<file path="src/rtl/plsf_pkg.sv">
// Shared types, constants and saturating arithmetic helpers for the polynomial fitter.
`default_nettype none

package plsf_pkg;

    localparam int ROW_W = 3;
    localparam int COL_W = 4;

    localparam logic signed [63:0] Q_ONE = 64'sh0000_0001_0000_0000;
    localparam logic signed [63:0] Q_MAX = 64'sh7FFF_FFFF_FFFF_FFFF;
    localparam logic signed [63:0] Q_MIN = 64'sh8000_0000_0000_0000;

    typedef struct packed {
        logic signed [15:0] measured_sample;
        logic signed [15:0] expected_sample;
        logic               final_point;
    } plsf_in_t;

    typedef struct packed {
        logic [2:0]         coeff_index;
        logic signed [63:0] coeff_value;
        logic               singular;
        logic               last_coeff;
    } plsf_out_t;

    typedef enum logic [4:0] {
        OP_NOP,
        OP_LOAD_IN,
        OP_ACC_SUM,
        OP_MUL_PY,
        OP_MUL_PX,
        OP_ACC_W,
        OP_SET_P,
        OP_CLEAR,
        OP_CLR_SING,
        OP_FILL,
        OP_LD_T,
        OP_LD_D,
        OP_WR_RDATA,
        OP_WR_T,
        OP_DIV_RD,
        OP_SET_F,
        OP_MUL_RF,
        OP_WR_SUB,
        OP_WR_DIV,
        OP_CLR_V,
        OP_MUL_RW,
        OP_ACC_V,
        OP_EMIT
    } plsf_op_t;

    typedef struct packed {
        plsf_op_t           op;
        logic               rd_en;
        logic [ROW_W-1:0]   rd_row;
        logic [COL_W-1:0]   rd_col;
        logic [ROW_W-1:0]   wr_row;
        logic [COL_W-1:0]   wr_col;
        logic [COL_W-1:0]   idx;
    } plsf_cmd_t;

    typedef struct packed {
        logic mul_done;
        logic div_done;
        logic swap_lt;
        logic out_free;
    } plsf_stat_t;

    typedef enum logic [5:0] {
        S_IDLE,
        S_ACC_SUM,
        S_ACC_MUL,
        S_ACC_MYW,
        S_ACC_PX,
        S_ACC_MXW,
        S_FILL_INIT,
        S_FILL,
        S_SW_RD0,
        S_SW_RD1,
        S_SW_CMP,
        S_SW_A,
        S_SW_B,
        S_SW_C,
        S_SW_D,
        S_EL_RDD,
        S_EL_RDT,
        S_EL_DIV,
        S_EL_DIVW,
        S_EL_RDC,
        S_EL_MUL,
        S_EL_MULW,
        S_EL_WR,
        S_NM_RDD,
        S_NM_LDD,
        S_NM_RD,
        S_NM_DIV,
        S_NM_DIVW,
        S_OT_CLR,
        S_OT_RD,
        S_OT_MUL,
        S_OT_MULW,
        S_OT_EMIT,
        S_CLEAR
    } plsf_state_t;

    function automatic logic [63:0] mag_of(input logic signed [63:0] v);
        mag_of = v[63] ? (~v + 64'd1) : v;
    endfunction

    function automatic logic signed [63:0] from_mag(input logic [63:0] mag,
                                                    input logic neg,
                                                    input logic ovf);
        if (neg) begin
            from_mag = (ovf || mag[63]) ? Q_MIN : -$signed(mag);
        end else begin
            from_mag = (ovf || mag[63]) ? Q_MAX : $signed(mag);
        end
    endfunction

    function automatic logic signed [63:0] sat_add(input logic signed [63:0] a,
                                                   input logic signed [63:0] b);
        logic signed [64:0] s;
        s = {a[63], a} + {b[63], b};
        if (s[64] != s[63]) begin
            sat_add = s[64] ? Q_MIN : Q_MAX;
        end else begin
            sat_add = s[63:0];
        end
    endfunction

    function automatic logic signed [63:0] sat_sub(input logic signed [63:0] a,
                                                   input logic signed [63:0] b);
        logic signed [64:0] s;
        s = {a[63], a} - {b[63], b};
        if (s[64] != s[63]) begin
            sat_sub = s[64] ? Q_MIN : Q_MAX;
        end else begin
            sat_sub = s[63:0];
        end
    endfunction

endpackage

`default_nettype wire

</file>
<file path="src/rtl/plsf_ctrl.sv">
// Controller: sequences accumulation, matrix fill, reorder, elimination, normalisation, output and clear.
`default_nettype none

module plsf_ctrl
    import plsf_pkg::*;
#(
    parameter int NUM_COEFFS = 4,
    parameter int MAX_POINTS = 64
) (
    input  logic       aclk,
    input  logic       aresetn,
    input  logic       s_valid,
    input  logic       s_final,
    output logic       s_ready,
    input  plsf_stat_t stat,
    output plsf_cmd_t  cmd
);

    localparam int              CNT_W    = $clog2(MAX_POINTS + 1);
    localparam logic [CNT_W-1:0] CNT_MAX = CNT_W'(MAX_POINTS);
    localparam logic [ROW_W-1:0] LAST_ROW = ROW_W'(NUM_COEFFS - 1);
    localparam logic [COL_W-1:0] LAST_COL = COL_W'(2 * NUM_COEFFS - 1);
    localparam logic [COL_W-1:0] LAST_SUM = COL_W'(2 * NUM_COEFFS - 2);
    localparam logic [COL_W-1:0] NCOEF_C  = COL_W'(NUM_COEFFS);

    plsf_state_t       state_reg, state_next;
    logic [ROW_W-1:0]  r_reg, r_next, k_reg, k_next;
    logic [COL_W-1:0]  c_reg, c_next;
    logic [CNT_W-1:0]  cnt_reg, cnt_next;
    logic              final_reg, final_next;
    logic [ROW_W:0]    nr1, nr;

    always_ff @(posedge aclk) begin
        if (!aresetn) begin
            state_reg <= S_IDLE;
            r_reg     <= '0;
            k_reg     <= '0;
            c_reg     <= '0;
            cnt_reg   <= '0;
            final_reg <= 1'b0;
        end else begin
            state_reg <= state_next;
            r_reg     <= r_next;
            k_reg     <= k_next;
            c_reg     <= c_next;
            cnt_reg   <= cnt_next;
            final_reg <= final_next;
        end
    end

    always_comb begin
        // next elimination row, skipping the pivot row
        nr1 = {1'b0, r_reg} + 1'b1;
        nr  = (nr1 == {1'b0, k_reg}) ? nr1 + 1'b1 : nr1;

        state_next = state_reg;
        r_next     = r_reg;
        k_next     = k_reg;
        c_next     = c_reg;
        cnt_next   = cnt_reg;
        final_next = final_reg;
        s_ready    = 1'b0;
        cmd        = '{op: OP_NOP, rd_en: 1'b0, rd_row: r_reg, rd_col: c_reg,
                       wr_row: r_reg, wr_col: c_reg, idx: c_reg};

        unique case (state_reg)
            S_IDLE: begin
                s_ready = 1'b1;
                if (s_valid) begin
                    cmd.op     = OP_LOAD_IN;
                    final_next = s_final;
                    c_next     = '0;
                    if (cnt_reg < CNT_MAX) begin
                        cnt_next   = cnt_reg + 1'b1;
                        state_next = S_ACC_SUM;
                    end else if (s_final) begin
                        state_next = S_FILL_INIT;
                    end
                end
            end
            S_ACC_SUM: begin
                cmd.op     = OP_ACC_SUM;
                state_next = S_ACC_MUL;
            end
            S_ACC_MUL: begin
                if (c_reg < NCOEF_C) begin
                    cmd.op     = OP_MUL_PY;
                    state_next = S_ACC_MYW;
                end else begin
                    cmd.op     = OP_MUL_PX;
                    state_next = S_ACC_MXW;
                end
            end
            S_ACC_MYW: begin
                if (stat.mul_done) begin
                    cmd.op     = OP_ACC_W;
                    state_next = S_ACC_PX;
                end
            end
            S_ACC_PX: begin
                cmd.op     = OP_MUL_PX;
                state_next = S_ACC_MXW;
            end
            S_ACC_MXW: begin
                if (stat.mul_done) begin
                    cmd.op = OP_SET_P;
                    if (c_reg == LAST_SUM) begin
                        state_next = final_reg ? S_FILL_INIT : S_IDLE;
                    end else begin
                        c_next     = c_reg + 1'b1;
                        state_next = S_ACC_SUM;
                    end
                end
            end
            S_FILL_INIT: begin
                cmd.op     = OP_CLR_SING;
                r_next     = '0;
                c_next     = '0;
                state_next = S_FILL;
            end
            S_FILL: begin
                cmd.op = OP_FILL;
                if (c_reg == LAST_COL) begin
                    c_next = '0;
                    if (r_reg == LAST_ROW) begin
                        state_next = S_SW_RD0;
                    end else begin
                        r_next = r_reg + 1'b1;
                    end
                end else begin
                    c_next = c_reg + 1'b1;
                end
            end
            S_SW_RD0: begin
                cmd.rd_en  = 1'b1;
                cmd.rd_row = r_reg - 1'b1;
                cmd.rd_col = '0;
                state_next = S_SW_RD1;
            end
            S_SW_RD1: begin
                cmd.op     = OP_LD_T;
                cmd.rd_en  = 1'b1;
                cmd.rd_col = '0;
                state_next = S_SW_CMP;
            end
            S_SW_CMP: begin
                c_next = '0;
                if (stat.swap_lt) begin
                    state_next = S_SW_A;
                end else if (r_reg == ROW_W'(1)) begin
                    k_next     = '0;
                    r_next     = ROW_W'(1);
                    state_next = S_EL_RDD;
                end else begin
                    r_next     = r_reg - 1'b1;
                    state_next = S_SW_RD0;
                end
            end
            S_SW_A: begin
                cmd.rd_en  = 1'b1;
                state_next = S_SW_B;
            end
            S_SW_B: begin
                cmd.op     = OP_LD_T;
                cmd.rd_en  = 1'b1;
                cmd.rd_row = r_reg - 1'b1;
                state_next = S_SW_C;
            end
            S_SW_C: begin
                cmd.op     = OP_WR_RDATA;
                state_next = S_SW_D;
            end
            S_SW_D: begin
                cmd.op     = OP_WR_T;
                cmd.wr_row = r_reg - 1'b1;
                if (c_reg == LAST_COL) begin
                    c_next = '0;
                    if (r_reg == ROW_W'(1)) begin
                        k_next     = '0;
                        r_next     = ROW_W'(1);
                        state_next = S_EL_RDD;
                    end else begin
                        r_next     = r_reg - 1'b1;
                        state_next = S_SW_RD0;
                    end
                end else begin
                    c_next     = c_reg + 1'b1;
                    state_next = S_SW_A;
                end
            end
            S_EL_RDD: begin
                cmd.rd_en  = 1'b1;
                cmd.rd_row = k_reg;
                cmd.rd_col = COL_W'(k_reg);
                state_next = S_EL_RDT;
            end
            S_EL_RDT: begin
                cmd.op     = OP_LD_D;
                cmd.rd_en  = 1'b1;
                cmd.rd_col = COL_W'(k_reg);
                state_next = S_EL_DIV;
            end
            S_EL_DIV: begin
                cmd.op     = OP_DIV_RD;
                state_next = S_EL_DIVW;
            end
            S_EL_DIVW: begin
                if (stat.div_done) begin
                    cmd.op     = OP_SET_F;
                    c_next     = '0;
                    state_next = S_EL_RDC;
                end
            end
            S_EL_RDC: begin
                cmd.rd_en  = 1'b1;
                cmd.rd_row = k_reg;
                state_next = S_EL_MUL;
            end
            S_EL_MUL: begin
                cmd.op     = OP_MUL_RF;
                state_next = S_EL_MULW;
            end
            S_EL_MULW: begin
                if (stat.mul_done) begin
                    cmd.rd_en  = 1'b1;
                    state_next = S_EL_WR;
                end
            end
            S_EL_WR: begin
                cmd.op = OP_WR_SUB;
                if (c_reg == LAST_COL) begin
                    c_next = '0;
                    if (nr > {1'b0, LAST_ROW}) begin
                        if (k_reg == LAST_ROW) begin
                            r_next     = '0;
                            state_next = S_NM_RDD;
                        end else begin
                            k_next     = k_reg + 1'b1;
                            r_next     = '0;
                            state_next = S_EL_RDD;
                        end
                    end else begin
                        r_next     = nr[ROW_W-1:0];
                        state_next = S_EL_RDD;
                    end
                end else begin
                    c_next     = c_reg + 1'b1;
                    state_next = S_EL_RDC;
                end
            end
            S_NM_RDD: begin
                cmd.rd_en  = 1'b1;
                cmd.rd_col = COL_W'(r_reg);
                state_next = S_NM_LDD;
            end
            S_NM_LDD: begin
                cmd.op     = OP_LD_D;
                c_next     = '0;
                state_next = S_NM_RD;
            end
            S_NM_RD: begin
                cmd.rd_en  = 1'b1;
                state_next = S_NM_DIV;
            end
            S_NM_DIV: begin
                cmd.op     = OP_DIV_RD;
                state_next = S_NM_DIVW;
            end
            S_NM_DIVW: begin
                if (stat.div_done) begin
                    cmd.op = OP_WR_DIV;
                    if (c_reg == LAST_COL) begin
                        if (r_reg == LAST_ROW) begin
                            r_next     = '0;
                            state_next = S_OT_CLR;
                        end else begin
                            r_next     = r_reg + 1'b1;
                            state_next = S_NM_RDD;
                        end
                    end else begin
                        c_next     = c_reg + 1'b1;
                        state_next = S_NM_RD;
                    end
                end
            end
            S_OT_CLR: begin
                cmd.op     = OP_CLR_V;
                c_next     = '0;
                state_next = S_OT_RD;
            end
            S_OT_RD: begin
                cmd.rd_en  = 1'b1;
                cmd.rd_col = c_reg + NCOEF_C;
                state_next = S_OT_MUL;
            end
            S_OT_MUL: begin
                cmd.op     = OP_MUL_RW;
                state_next = S_OT_MULW;
            end
            S_OT_MULW: begin
                if (stat.mul_done) begin
                    cmd.op = OP_ACC_V;
                    if (c_reg == NCOEF_C - 1'b1) begin
                        state_next = S_OT_EMIT;
                    end else begin
                        c_next     = c_reg + 1'b1;
                        state_next = S_OT_RD;
                    end
                end
            end
            S_OT_EMIT: begin
                if (stat.out_free) begin
                    cmd.op = OP_EMIT;
                    if (r_reg == LAST_ROW) begin
                        state_next = S_CLEAR;
                    end else begin
                        r_next     = r_reg + 1'b1;
                        state_next = S_OT_CLR;
                    end
                end
            end
            S_CLEAR: begin
                cmd.op     = OP_CLEAR;
                cnt_next   = '0;
                state_next = S_IDLE;
            end
            default: begin
                state_next = S_IDLE;
            end
        endcase
    end

    a_cnt_bound: assert property (@(posedge aclk) disable iff (!aresetn)
        cnt_reg <= CNT_MAX)
        else $error("point count beyond limit");
    a_clear_idle: assert property (@(posedge aclk) disable iff (!aresetn)
        state_reg == S_CLEAR |=> state_reg == S_IDLE && cnt_reg == '0)
        else $error("set not closed after clear");
    a_accept_idle: assert property (@(posedge aclk) disable iff (!aresetn)
        cmd.op == OP_LOAD_IN |-> s_ready)
        else $error("sample loaded outside accept");

endmodule

`default_nettype wire

</file>
<file path="config.mk">
export PLATFORM = sky130hd
export DESIGN_NAME = plsf_ctrl
export DESIGN_NICKNAME = d
export VERILOG_FILES = /design/src/rtl/plsf_pkg.sv /design/src/rtl/plsf_ctrl.sv
export SDC_FILE = /design/constraint.sdc
export NUM_CORES = 1
export LEC_CHECK = 0
export BUFFER_PORTS_ARGS = -buffer_cell sky130_fd_sc_hd__buf_2
export CORE_AREA = 2 2 81 83
export DETAILED_ROUTE_END_ITERATION = 12
export DIE_AREA = 0 0 83 85
export PLACE_DENSITY = 0.69
export REMOVE_ABC_BUFFERS = 1
export SETUP_SLACK_MARGIN = 0.3
export SLEW_MARGIN = 10
export SYNTH_ARGS = -nofsm -noshare
export SYNTH_HDL_FRONTEND = slang
export SYNTH_SLANG_ARGS = --single-unit
</file>
<file path="constraint.sdc">
create_clock -name aclk -period 5.18 [get_ports aclk]
set_clock_uncertainty 0.05 [all_clocks]
set_input_delay 0.777 -clock aclk [delete_from_list [all_inputs] [get_ports aclk]]
set_output_delay 0.777 -clock aclk [all_outputs]
set_load 0.02 [all_outputs]
</file>
==> impl_metrics.yaml <==
layout:
  insertedDiodeCount: 0
  area_growth_pct: 5.79
  largest_reg_flops: 7
  final_common_cell: "nand2_1"
  drive_gt1_share_pct: 12.1
  final_cell_mix: "nand2_1, nor2_1, buf_2, a21oi_1, dfxtp_1"
  final_cells: 508
  nNetsFinal: 455
sta:
  max_slew.worst_pin.slew_ns: 1.04
  relSlewSlack_pct: 30.4
  post-route-period-util_pct: 72.8
  finalSetupViolCount: 0
  fmax_mhz: 265
  slew_viol_final: 0
  hold_violations: 0
  grt_setup_unrepaired: "no"
  period_minus_slack_ns: 3.77
  fin_hold_ws_ns: 0.433
  tns_ns: 0
placement:
  place_hpwl_mm: 7.53
  gp_congestion: 0.989
  dp_cells: 504
  numPortBuffers: 32
yosys:
  syn-instance-count: 428
  netlist_area_sq_um: 3020
  ys_seq_area_share_pct: 15.9
  synth-compound-area-share_pct: 31.0
  synth_ff_type: "dfxtp_1"
  synth_edf_count: 0
  synthArstFlopShare_pct: 0
  synthXorXnorAreaFrac_pct: 3.76
  avgSynthCellArea_sq_um: 7.07
  synth_top_family_by_area: "simple AND/OR/NAND/NOR gates"
  yosys_warnings: 0
  ys_ff_latch: 24
  synth-simple-area-share_pct: 31.0
  synthAdderAreaFrac_pct: 6.21
  synth.area.mux_share_pct: 3.43
  synth.distinct_cells: 76
pwr:
  combPwrFrac_pct: 53.3
  p_sw_mw: 0.380
  peakVddDrop_mv: 0.155
  sw_frac_of_total_pct: 46.0
  seq_power_share_pct: 26.9
  p_int_mw: 0.447
  power.density_nw_per_um2: 259
  clkPwrFrac_pct: 19.8
  p_leak_nw: 1.25
clock_network:
  clk_pin_slew_ns: 0.09
  clk_path_buf_depth: 2
  cts.repair.resized: 0
  cts_root_buffer: "clkbuf_8"
  clk_latency_ns: 0.27
  clock-sinks: 24
  cts_setup_buffers: 0
  ctsHoldBuffers: 0
  cts_max_level: 1
  cts_tree: "built"
  cts_buffers: 3
grt:
  grt_pass1_vias: 3140
  grt-ovfl-total: 0
  grt_antenna_before_repair: 0
  grt_pass1_wl_mm: 16.0
  grt_usage_pct: 27.5
  grt_max_degree: 38
routing:
  avgRoutedWirePerCell_um: 20.0
  route.detailed.drc: 0
  drt_wl_total_mm: 10.2
  dr.first_iter.drc_count: 605
  routed_via_density: 6.98
  firstDrtPassIters: 6
  vias: 3548
  antenna_left: 0
floorplanning:
  die_h_um: 85
  start_util_pct: 48.7
  fp.dieW_um: 83
  die-area_sq_um: 7060
  fp-row-count: 29
  ios: 33
  core-area_sq_um: 6200
setup_path:
  cp_max_fo: 24
  cpMaxStageDelayCell: "dfxtp_1"
  cpPeakStageDelay_ns: 0.88
  crit_path_end_kind: "output pin"
  crit_path_start_kind: "flip-flop"
  crit_arrival_ns: 2.95
  path_class: "reg2out"
  cp.required_ns: 4.35
  path_cells: "and2_1 > mux2_2 > nand3_1 > a21oi_1 > o21ai_1 > a221o_1 > buf_2"
flow_run:
  cap_violations: 0
min_path:
  hold_class: "reg2reg"
run_status:
  status: "complete, no violations"
## stage by stage
| stage | instance area [sq um] | utilization [%] | setup slack (ns) | power [mW] |
|---|---|---|---|---|
| after CTS | 3200 | 51.6 | 1.53 | 0.815 |
| after floorplan | 2830 | - | 2.19 | 0.521 |
| after global routing | 3200 | 51.6 | 1.23 | 0.868 |
| after global placement | 3130 | 50.4 | 1.92 | 0.648 |
| after detailed placement | 3130 | 50.4 | 1.85 | 0.647 |
| final | 3200 | 51.6 | 1.41 | 0.828 |
## logic make-up (layout without fill, tap and decap cells)
kind of cell               after synthesis  count (layout)
and+or+nand+nor                        176             176
DFF                                     24              24
buffers and inverters                   56              59
muxes                                   10              10
AOI/OAI and AO/OA                      134             134
adders and majority gates               15              15
xor gates and xnor gates                13              13
## worst max-delay path: cells and delay by family, from the launching register on
kind,cells,cell delay [ns]
AOI/OAI and AO/OA,3,0.83
buffers and inverters,1,0.16
DFF,1,0.88
muxes,1,0.24
and+or+nand+nor,2,0.56
## power groups by stage
stage                     registers, mW  logic [mW]  clock network [mW]
after global placement            0.225       0.423                   0
after global routing              0.224       0.469               0.176
after CTS                         0.222       0.424               0.168
final                             0.223       0.441               0.164
after detailed placement          0.226       0.421                   0
after floorplan                   0.254       0.267                   0
## final cells by class
| type | instances | area [sq um] |
|---|---|---|
| clock buffers | 3 | 41.3 |
| clock inverters | 1 | 30.0 |
| fillers | 636 | 3010 |
| inverters | 17 | 63.8 |
| multi-input cells | 348 | 2280 |
| flip-flops and latches | 24 | 480 |
| well taps | 77 | 96.3 |
| repair buffers | 38 | 205 |
## cells in the mapped netlist (3+ instances only)
cell,instances,area [sq um]
nor2_1,33,124
clkbuf_1,15,56.3
buf_2,14,70.1
nand3b_1,5,37.5
o21a_1,3,22.5
a31oi_1,8,50.1
xnor2_1,4,35.0
nor4_1,5,31.3
buf_1,3,11.3
mux2i_1,7,70.1
a22oi_1,4,30.0
inv_1,17,63.8
o31ai_1,5,37.5
xor2_1,9,78.8
a32oi_1,6,52.6
nand2_1,38,143
ha_1,15,188
nand3_1,18,90.1
a211oi_1,6,45.0
nor3_1,13,65.1
and2_1,4,25.0
o21ai_1,11,55.1
a221o_1,3,30.0
and3_1,9,56.3
a311oi_1,3,26.3
or3_1,3,18.8
nor2b_1,10,62.6
nand2b_1,9,56.3
o21ai_0,19,95.1
dfxtp_1,24,480
buf_4,5,37.5
nand4_1,8,50.1
o211ai_1,7,52.6
a21oi_1,27,135
a32o_1,3,30.0
a21o_1,4,30.0
## routing by layer
| layer | track usage, % | wire length [um] | vias to the layer above |
|---|---|---|---|
| met3 | 4.18 | 1210 | 53 |
| met2 | 42.1 | 4340 | 286 |
| li1 | - | - | 1597 |
| met5 | 0 | 0 | - |
| met1 | 37.9 | 4140 | 1612 |
| met4 | 13.9 | 479 | 0 |
## final timing paths
kind / startpoint / endpoint / slack (ns) / cells past startpoint
worst max-delay path: state_reg[3] / cmd[12] / 1.41 / 7
worst min-delay path: cnt_reg[5] / cnt_reg[6] / 0.43 / 2
worst max register to register: r_reg[0] / k_reg[1] / 2.19 / 8
worst min register to register: cnt_reg[5] / cnt_reg[6] / 0.43 / 2
No activity file was read; power rests on OpenSTA's default activity.
